### src/rtl/core/edfmc_pkg.sv
`default_nettype none
package edfmc_pkg;

  localparam int QUEUE_DEPTH = 16;
  localparam int CNT_W       = $clog2(QUEUE_DEPTH + 1);
  localparam int TASK_W      = 8;
  localparam int DL_W        = 16;
  localparam int JCNT_W      = 5;

  localparam logic LVL_LOW = 1'b0;
  localparam logic LVL_TOP = 1'b1;

  typedef enum logic [1:0] {
    REQ_ARRIVE   = 2'd0,
    REQ_COMPLETE = 2'd1,
    REQ_OVERRUN  = 2'd2,
    REQ_NONE     = 2'd3
  } req_t;

  typedef enum logic [1:0] {
    ST_OK    = 2'd0,
    ST_FULL  = 2'd1,
    ST_EMPTY = 2'd2,
    ST_BELOW = 2'd3
  } status_t;

  typedef enum logic [1:0] {
    CMD_HOLD,
    CMD_INSERT,
    CMD_POP,
    CMD_PURGE
  } cmd_t;

  typedef enum logic [1:0] {
    S_IDLE,
    S_PURGE,
    S_FIN
  } state_t;

  typedef struct packed {
    logic              valid;
    logic [TASK_W-1:0] task_id;
    logic [DL_W-1:0]   deadline;
    logic              crit;
  } slot_t;

  typedef struct packed {
    cmd_t  cmd;
    slot_t item;
  } chain_ctl_t;

  localparam slot_t EMPTY_SLOT = '0;

endpackage
`default_nettype wire

### src/rtl/core/edfmc_cell.sv
`default_nettype none
module edfmc_cell (
  input  wire                     clk,
  input  wire                     rst,
  input  edfmc_pkg::chain_ctl_t   ctl,
  input  edfmc_pkg::slot_t        prev_slot,
  input  edfmc_pkg::slot_t        next_slot,
  input  wire                     open_in,
  input  wire                     rm_in,
  output edfmc_pkg::slot_t        q,
  output logic                    stay_out,
  output logic                    rm_out
);
  import edfmc_pkg::*;

  slot_t q_next;

  assign stay_out = q.valid && (q.deadline <= ctl.item.deadline);
  assign rm_out   = rm_in || (ctl.cmd == CMD_PURGE && q.valid && q.crit == LVL_LOW);

  always_comb begin
    q_next = q;
    unique case (ctl.cmd)
      CMD_INSERT: begin
        if (stay_out) begin
          q_next = q;
        end else if (open_in) begin
          q_next = ctl.item;
        end else begin
          q_next = prev_slot;
        end
      end
      CMD_POP, CMD_PURGE: begin
        if (rm_out) begin
          q_next = next_slot;
        end
      end
      default: q_next = q;
    endcase
  end

  always_ff @(posedge clk) begin
    if (rst) begin
      q.valid <= 1'b0;
    end else begin
      q <= q_next;
    end
  end

endmodule
`default_nettype wire

### src/rtl/core/edfmc_chain.sv
`default_nettype none
module edfmc_chain (
  input  wire                     clk,
  input  wire                     rst,
  input  edfmc_pkg::chain_ctl_t   ctl,
  output edfmc_pkg::slot_t        head,
  output logic                    low_any
);
  import edfmc_pkg::*;

  slot_t q     [QUEUE_DEPTH];
  slot_t prv   [QUEUE_DEPTH];
  slot_t nxt   [QUEUE_DEPTH];
  logic  open  [QUEUE_DEPTH];
  logic  rmi   [QUEUE_DEPTH];
  logic  stay  [QUEUE_DEPTH];
  logic  rmo   [QUEUE_DEPTH];

  for (genvar i = 0; i < QUEUE_DEPTH; i++) begin : g_cell
    if (i == 0) begin : g_first
      assign prv[i]  = EMPTY_SLOT;
      assign open[i] = 1'b1;
      assign rmi[i]  = (ctl.cmd == CMD_POP);
    end else begin : g_rest
      assign prv[i]  = q[i-1];
      assign open[i] = stay[i-1];
      assign rmi[i]  = rmo[i-1];
    end
    if (i == QUEUE_DEPTH - 1) begin : g_last
      assign nxt[i] = EMPTY_SLOT;
    end else begin : g_mid
      assign nxt[i] = q[i+1];
    end

    edfmc_cell u_cell (
      .clk       (clk),
      .rst       (rst),
      .ctl       (ctl),
      .prev_slot (prv[i]),
      .next_slot (nxt[i]),
      .open_in   (open[i]),
      .rm_in     (rmi[i]),
      .q         (q[i]),
      .stay_out  (stay[i]),
      .rm_out    (rmo[i])
    );
  end

  assign head    = q[0];
  assign low_any = rmo[QUEUE_DEPTH-1];

endmodule
`default_nettype wire

### src/rtl/core/edf_mixed_criticality_ready_queue.sv
// Flow: an accepted arrival, completion or idle code is applied to the cell chain, and S_FIN
//   loads its result; an overrun first purges low-criticality jobs, one per cycle.
// A new transaction is taken only in S_IDLE, after S_FIN loads the last result (which can
//   wait on out_ready); the cell chain registers the insert or pop and S_FIN reads the head.
// Reset: synchronous, active high; empties the queue, level low, no running job.
`default_nettype none
module edf_mixed_criticality_ready_queue (
  input  wire                          clk,
  input  wire                          rst,
  input  wire                          in_valid,
  output logic                         in_ready,
  input  wire  [1:0]                   req_type,
  input  wire  [edfmc_pkg::TASK_W-1:0] task_id,
  input  wire                          task_crit,
  input  wire  [edfmc_pkg::DL_W-1:0]   abs_deadline,
  output logic                         out_valid,
  input  wire                          out_ready,
  output logic [1:0]                   status,
  output logic                         head_valid,
  output logic [edfmc_pkg::TASK_W-1:0] head_task,
  output logic [edfmc_pkg::DL_W-1:0]   head_deadline,
  output logic                         crit_now,
  output logic                         switched,
  output logic [edfmc_pkg::JCNT_W-1:0] job_count
);
  import edfmc_pkg::*;

  state_t            state, state_next;
  status_t           status_q, status_next;
  logic [CNT_W-1:0]  count, count_next;
  logic              level, level_next;
  logic              run_valid;
  logic [TASK_W-1:0] run_task;
  logic [DL_W-1:0]   run_deadline;
  logic              stop_run;
  logic              fin_load;
  logic              accept;
  logic              dispatch;
  logic              low_any;
  req_t              req;
  cmd_t              chain_cmd;
  chain_ctl_t        ctl;
  slot_t             head;

  assign req      = req_t'(req_type);
  assign in_ready = (state == S_IDLE);
  assign accept   = in_valid && in_ready;

  assign ctl = {chain_cmd, 1'b1, task_id, abs_deadline, task_crit};

  edfmc_chain u_chain (
    .clk     (clk),
    .rst     (rst),
    .ctl     (ctl),
    .head    (head),
    .low_any (low_any)
  );

  assign dispatch = head.valid &&
                    (!run_valid || run_task != head.task_id || run_deadline != head.deadline);

  always_comb begin
    state_next  = state;
    status_next = status_q;
    count_next  = count;
    level_next  = level;
    chain_cmd   = CMD_HOLD;
    stop_run    = 1'b0;
    fin_load    = 1'b0;
    unique case (state)
      S_IDLE: begin
        if (accept) begin
          state_next  = S_FIN;
          status_next = ST_OK;
          unique case (req)
            REQ_ARRIVE: begin
              if (task_crit < level) begin
                status_next = ST_BELOW;
              end else if (count == CNT_W'(QUEUE_DEPTH)) begin
                status_next = ST_FULL;
              end else begin
                chain_cmd  = CMD_INSERT;
                count_next = count + 1'b1;
              end
            end
            REQ_COMPLETE: begin
              if (count == '0) begin
                status_next = ST_EMPTY;
              end else begin
                chain_cmd  = CMD_POP;
                count_next = count - 1'b1;
                stop_run   = 1'b1;
              end
            end
            REQ_OVERRUN: begin
              level_next = LVL_TOP;
              state_next = S_PURGE;
            end
            default: begin
            end
          endcase
        end
      end
      S_PURGE: begin
        chain_cmd = CMD_PURGE;
        if (low_any) begin
          count_next = count - 1'b1;
        end else begin
          state_next = S_FIN;
        end
      end
      S_FIN: begin
        if (!out_valid || out_ready) begin
          fin_load   = 1'b1;
          state_next = S_IDLE;
        end
      end
      default: state_next = S_IDLE;
    endcase
  end

  always_ff @(posedge clk) begin
    if (rst) begin
      state    <= S_IDLE;
      status_q <= ST_OK;
      count    <= '0;
      level    <= LVL_LOW;
    end else begin
      state    <= state_next;
      status_q <= status_next;
      count    <= count_next;
      level    <= level_next;
    end
  end

  always_ff @(posedge clk) begin
    if (rst) begin
      run_valid    <= 1'b0;
      run_task     <= '0;
      run_deadline <= '0;
    end else if (stop_run) begin
      run_valid <= 1'b0;
    end else if (fin_load) begin
      if (!head.valid) begin
        run_valid <= 1'b0;
      end else if (dispatch) begin
        run_valid    <= 1'b1;
        run_task     <= head.task_id;
        run_deadline <= head.deadline;
      end
    end
  end

  always_ff @(posedge clk) begin
    if (rst) begin
      out_valid <= 1'b0;
    end else if (fin_load) begin
      out_valid <= 1'b1;
    end else if (out_ready) begin
      out_valid <= 1'b0;
    end
  end

  always_ff @(posedge clk) begin
    if (fin_load) begin
      status        <= status_q;
      head_valid    <= head.valid;
      head_task     <= head.valid ? head.task_id : '0;
      head_deadline <= head.valid ? head.deadline : '0;
      crit_now      <= level;
      switched      <= dispatch;
      job_count     <= JCNT_W'(count);
    end
  end

`ifndef SYNTHESIS
  a_count_head: assert property (@(posedge clk) disable iff (rst)
    (count == '0) == !head.valid)
    else $error("job count disagrees with head cell");

  a_count_max: assert property (@(posedge clk) disable iff (rst)
    count <= CNT_W'(QUEUE_DEPTH))
    else $error("job count beyond queue depth");

  a_purge_level: assert property (@(posedge clk) disable iff (rst)
    state == S_PURGE |-> level == LVL_TOP)
    else $error("purge running below top level");

  a_fin_out: assert property (@(posedge clk) disable iff (rst)
    fin_load |=> out_valid)
    else $error("finished transaction not presented");
`endif

endmodule
`default_nettype wire
### config.mk
export PLATFORM = sky130hd
export DESIGN_NAME = edf_mixed_criticality_ready_queue
export DESIGN_NICKNAME = d
export VERILOG_FILES = /design/src/rtl/core/edfmc_pkg.sv /design/src/rtl/core/edfmc_cell.sv /design/src/rtl/core/edfmc_chain.sv /design/src/rtl/core/edf_mixed_criticality_ready_queue.sv
export SDC_FILE = /design/constraint.sdc
export NUM_CORES = 2
export LEC_CHECK = 0
export BUFFER_PORTS_ARGS = -buffer_cell sky130_fd_sc_hd__buf_2
export CORE_MARGIN = 2
export CORE_UTILIZATION = 48
export DETAILED_ROUTE_END_ITERATION = 8
export GPL_TIMING_DRIVEN = 0
export MAX_ROUTING_LAYER = met4
export PLACE_DENSITY = 0.66
export SETUP_SLACK_MARGIN = 0.4
export SYNTH_ARGS = -nofsm -noshare
export SYNTH_HDL_FRONTEND = slang
export SYNTH_SLANG_ARGS = --single-unit
### constraint.sdc
create_clock -name clk -period 5.9 [get_ports clk]
set_input_delay 1.18 -clock clk [delete_from_list [all_inputs] [get_ports clk]]
set_output_delay 1.18 -clock clk [all_outputs]
set_load 0.02 [all_outputs]
# Yosys cells after proc, flatten, opt, wreduce, memory -nomap -nowiden
# Cells that the tools add are included.
# op_classes
add_sub_neg,2
mux,95
multipliers,0
bitwise,18
n_shift,0
eq_ne,51
reduce_logical,117
n_div,0
order_cmp,17
# ops
cell,count
two-way mux 26 bit,47
one-hot mux 26 bit (2 select lines),16
<= comparator 16 bit,16
!= test 2 bit (second input constant),36
AND reduction 4 bit,17
AND reduction 3 bit,18
logical AND 1 bit,50
two-way mux 5 bit,5
one-hot mux 5 bit (2 select lines),2
logical OR 1 bit,19
inverter 1 bit,18
two-way mux 2 bit,8
!= test 16 bit,1
two-way mux 1 bit,13
one-hot mux 2 bit (2 select lines),3
!= test 3 bit (second input constant),3
== test 2 bit (second input constant),4
!= test 8 bit,1
AND reduction 7 bit,1
== test 2 x 1 -> 1 bit (second input constant),3
one-hot mux 2 bit (3 select lines),1
nonzero test 2 bit,3
adder 5 x 1 -> 5 bit (second input constant),1
== test 5 bit (second input constant),1
9 further kinds,13
# totals
out_inout_bits,36
latchBits,0
inputBits,31
ram_bits,0
mem_count,0
elab_cells,379
rom_bits,0
regBits,486

# Longest topological paths before layout
# logic_depth
ltp_word,27
ltp_mapped,12
mapped_depth_nobuf,9

# Cells and area by module
# A second synthesis with hierarchy kept.
# unflattened
cells_unflattened,3137
area_unflattened_um2,31761.7
# modules_own_cells
mod,n_inst,area_each_um2,seq_area_each_um2,cells_each
edfmc_cell (u_chain.g_cell[0].u_cell ...),11,1795.5,770.7,181
edfmc_cell (u_chain.g_cell[6].u_cell ...),4,1808.0,770.7,181
edf_mixed_criticality_ready_queue,1,2954.1,1741.7,238
edfmc_cell (u_chain.g_cell[12].u_cell),1,1804.2,770.7,181
edfmc_chain,1,21.3,0.0,3

# Least setup slack after synthesis
# Ideal clock, no wire load.
# synth_path
path_kind,input-to-reg
startpoint,in abs_deadline[15] in the netlist's numbering
endpoint,"reg, netlist name u_chain.g_cell[3].u_cell.q[0]"
n_path_buf,2
arrival_ns,5.259
setup_ns,0.444
required_ns,5.456
path_stages,10
setup_slack_ns,0.197
path_cell_list,clkbuf_1 > clkinv_1 > ha_1 > and4_1 > nand4_1 > a311o_1 > and3_1 > buf_1 > o21bai_1 > nor3b_1
# synth_via
elab_chain_cells,4
# synth_lines
element,line,text
"start, declared",edf_mixed_criticality_ready_queue.sv:15,"input wire [edfmc_pkg::DL_W-1:0] abs_deadline,"
<= comparator 16 bit,edfmc_cell.sv:18,assign stay_out = q.valid && (q.deadline <= ctl.item.deadline);
logical AND 1 bit,edfmc_cell.sv:18,
!= test 2 bit (no source line),n/a,
AND reduction 4 bit (no source line),n/a,
# Every way passes these cells.
# A chain may end at the register's enable or synchronous reset.

# Final worst setup path
# layout_path
startpoint,in abs_deadline[13] in the netlist's numbering
endpoint,"reg, netlist name u_chain.g_cell[7].u_cell.q[5]"
# layout_via
elab_chain_cells,4
# layout_lines
element,line
<= comparator 16 bit,edfmc_cell.sv:18
logical AND 1 bit,edfmc_cell.sv:18
!= test 2 bit (no source line),n/a
AND reduction 4 bit (no source line),n/a
# Every way passes these cells.

==> results.ini <==
[power]
power.density_nw_per_um2 = 283.0
ir_worst_vdd_uv = 281.6
internal_power_w = 0.007210
power.switching_w = 0.003604
swShare_pct = 33.33
combPwrFrac_pct = 24.7
pwr-share-clk_pct = 35.1
seq_power_share_pct = 40.2
leakagePower_nw = 13.49

[timing]
fmax_mhz = 178.1
setup_viol = 0
worst_slew_pin_slew_ns = 1.671
drv_slew = 22
post-route-period-util_pct = 95.16
finalClockSkew_ns = 0.03295
tns_ns = 0
rsz0062_at_grt = no
hold_violations = 0
slew_headroom_pct = -11.42
post-route-min-period_ns = 5.615

[yosys]
syn_nets = 4019
syn_area_per_cell_um2 = 9.138
synth_edf_count = 434
synth_top_cell_by_area = edfxtp_1
ys_warn_count = 0
synthArstFlopShare_pct = 0
synth_flop_cell = edfxtp_1
synth_top_area_share_pct = 38.24
ys_seq_area_share_pct = 41.30
ys_top_cells_by_count = nand2_1 (474), edfxtp_1 (434), nor2_1 (415)
yosysMostFrequentCell = nand2_1
syn_area_um2 = 34080
ys_seq_elements = 486
ys_top_cells_by_area = edfxtp_1 (38%), ha_1 (9.5%), nand2_1 (5.2%)
syn_inst = 3729
synthDistinctLibCells = 81

[status]
outcome = finished with violations
failed_checks = design-rule violations, max-capacitance violations, max-slew violations

[setup_path]
worstSetupPathType = primary input to flip-flop
crit_family = buffers and inverters
cp-start-kind = primary input
worstPathCellList = clkbuf_1 -> inv_2 -> ha_1 -> nand2_1 -> nor2_1 -> nand3_1 -> clkbuf_1 -> clkbuf_1 -> a21oi_1 -> nand2_1 -> nor2b_2 -> buf_8
crit_path_frequent_cell = clkbuf_1
arrival_ns = 5.97
cp_slowest_cell = clkbuf_1
path_buf_inv = 5
critPathCaptureType = flip-flop
worstPathMaxFanout = 22
reg2reg_slack_ns = 1.25
max_stage_delay_ns = 0.97
crit_required_ns = 6.25

[floorplanning]
core_area_um2 = 70150
die_y_um = 270.4
rows = 97
die_area_um2 = 73140
num_io_pins = 67
dieWidth_um = 270.4
start_util_pct = 48.58

[cts]
root_buffer = clkbuf_16
clock_latency_ns = 0.66
cts-buffers-inserted = 58
clock_path_buffers = 3
cts.sinks = 486
clk_pin_slew_ns = 0.06
cts_tree = done
hold_buffers = 0
htreeDepth = 2

[grt]
grt_start_max_net_pins = 36
gr-total-overflow = 0
grt_pass1_vias = 30870
antenna_found_initial = 3
track_usage_pct = 42.66
grt_pass1_wl_mm = 220.0

[route]
first_pass_iters = 9
drc_errors = 1
final_antenna_net_count = 0
drt_iter0_drc = 5426
viasPerCell = 6.942
post_drt_wl_per_cell_um = 31.99
wirelength_mm = 155.5
vias = 33740

[layout]
fin_util_pct = 54.48
syn2layout_area_growth_pct = 12.15
final_area_um2 = 38220
drive_gt1_share_pct = 12.23
nets = 4158

[placement]
port_buffers = 51
gp_congestion = 1.021
dp_hpwl_mm = 112.9
dpl_cell_area_um2 = 35950

[hold_path]
hp-class = flip-flop to flip-flop

[flow_run]
drv_cap = 3

-- final cells by class --
type	count	area, um2
antenna	2	5.005
buffer	327	1434
clock buffer	72	1565
clock inverter	38	429.2
fill	6504	31930
inverter	54	234.0
multi-input combinational	2862	18540
sequential	486	14070
tap	940	1176
timing repair buffer	78	750.7
timing repair inverter	1	7.507
-- per-layer routing --
layer  track usage, %  part of all wire (%)  wire (um)  up-vias
met5                -                     0          0        -
met4            24.16                   6.9      10750        0
met3            13.67                    15      23630      493
met2            56.36                    39      60650     2612
met1            56.95                    39      60460    16130
li1                 -                     -          -    14510
-- metrics by stage --
step	power (W)	worst slack (ns)	hold WS [ns]	cells
finish	0.01081	0.2855	0.4329	4860
global route	0.01112	0.4012	0.4530	4860
floorplan	0.005970	0.7005	0.4029	3729
global placement	0.006851	-2.839	0.4204	4720
CTS	0.01066	0.05503	0.4372	4851
detailed placement	0.006917	-0.8548	0.4229	4736
-- cell families (layout without fill, tap and decap cells) --
logic type | after synthesis | in the layout | synth area share, %
AOI/OAI and AO/OA | 1122 | 1122 | 23.16
other | 0 | 2 | 0
xor gates and xnor gates | 29 | 29 | 0.7454
muxes | 105 | 105 | 3.176
DFF | 486 | 486 | 41.30
adders and majority gates | 259 | 259 | 9.510
buffers and inverters | 381 | 570 | 4.597
and+or+nand+nor | 1347 | 1347 | 17.51
-- cell usage in the layout, fill, tap and decap left out, types with 51 or more instances in the layout --
master	count
nand2_1	474
edfxtp_1	434
nor2_1	411
ha_1	259
a21oi_1	234
clkbuf_1	222
o21ai_0	213
o221a_2	143
nor3_1	142
a211oi_1	140
buf_2	124
o22ai_1	120
nand3_1	111
mux2i_1	80
o211ai_1	62
clkbuf_16	59
dfxtp_1	52
nand4_1	51
-- power groups by stage --
stage / Combinational, W / Sequential [W] / Clock, W
after floorplan: 0.00168 / 0.00429 / 0
after global placement: 0.00246 / 0.00440 / 0
after detailed placement: 0.00253 / 0.00439 / 0
after CTS: 0.00255 / 0.00432 / 0.00379
after global routing: 0.00285 / 0.00434 / 0.00393
final: 0.00267 / 0.00434 / 0.00380
-- flip-flops by register name, indices dropped and copies added, names as in the netlist, 2 cells and up --
register	count
head_deadline	16
count	5
run_task	8
state	2
run_deadline	16
job_count	5
u_chain.g_cell.u_cell.q	416
status	2
status_q	2
head_task	8
-- worst paths after layout --
kind	start	end	cells past startpoint
worst max-delay path	abs_deadline[13]	u_chain.g_cell[7].u_cell.q[5]	12
worst min-delay path	status_q[0]	status[0]	0
worst max register to register	count[0]	u_chain.g_cell[7].u_cell.q[5]	10
worst min register to register	status_q[0]	status[0]	0
-- repair_timing --
action                     CTS  global route
buffers inserted             4             3
pin swaps                    0             0
gates resized for setup      5            36
gates cloned                 1             0
setup endpoints to repair  285           414
hold endpoints to repair     0             0
No activity file was read; power rests on OpenSTA's default activity.
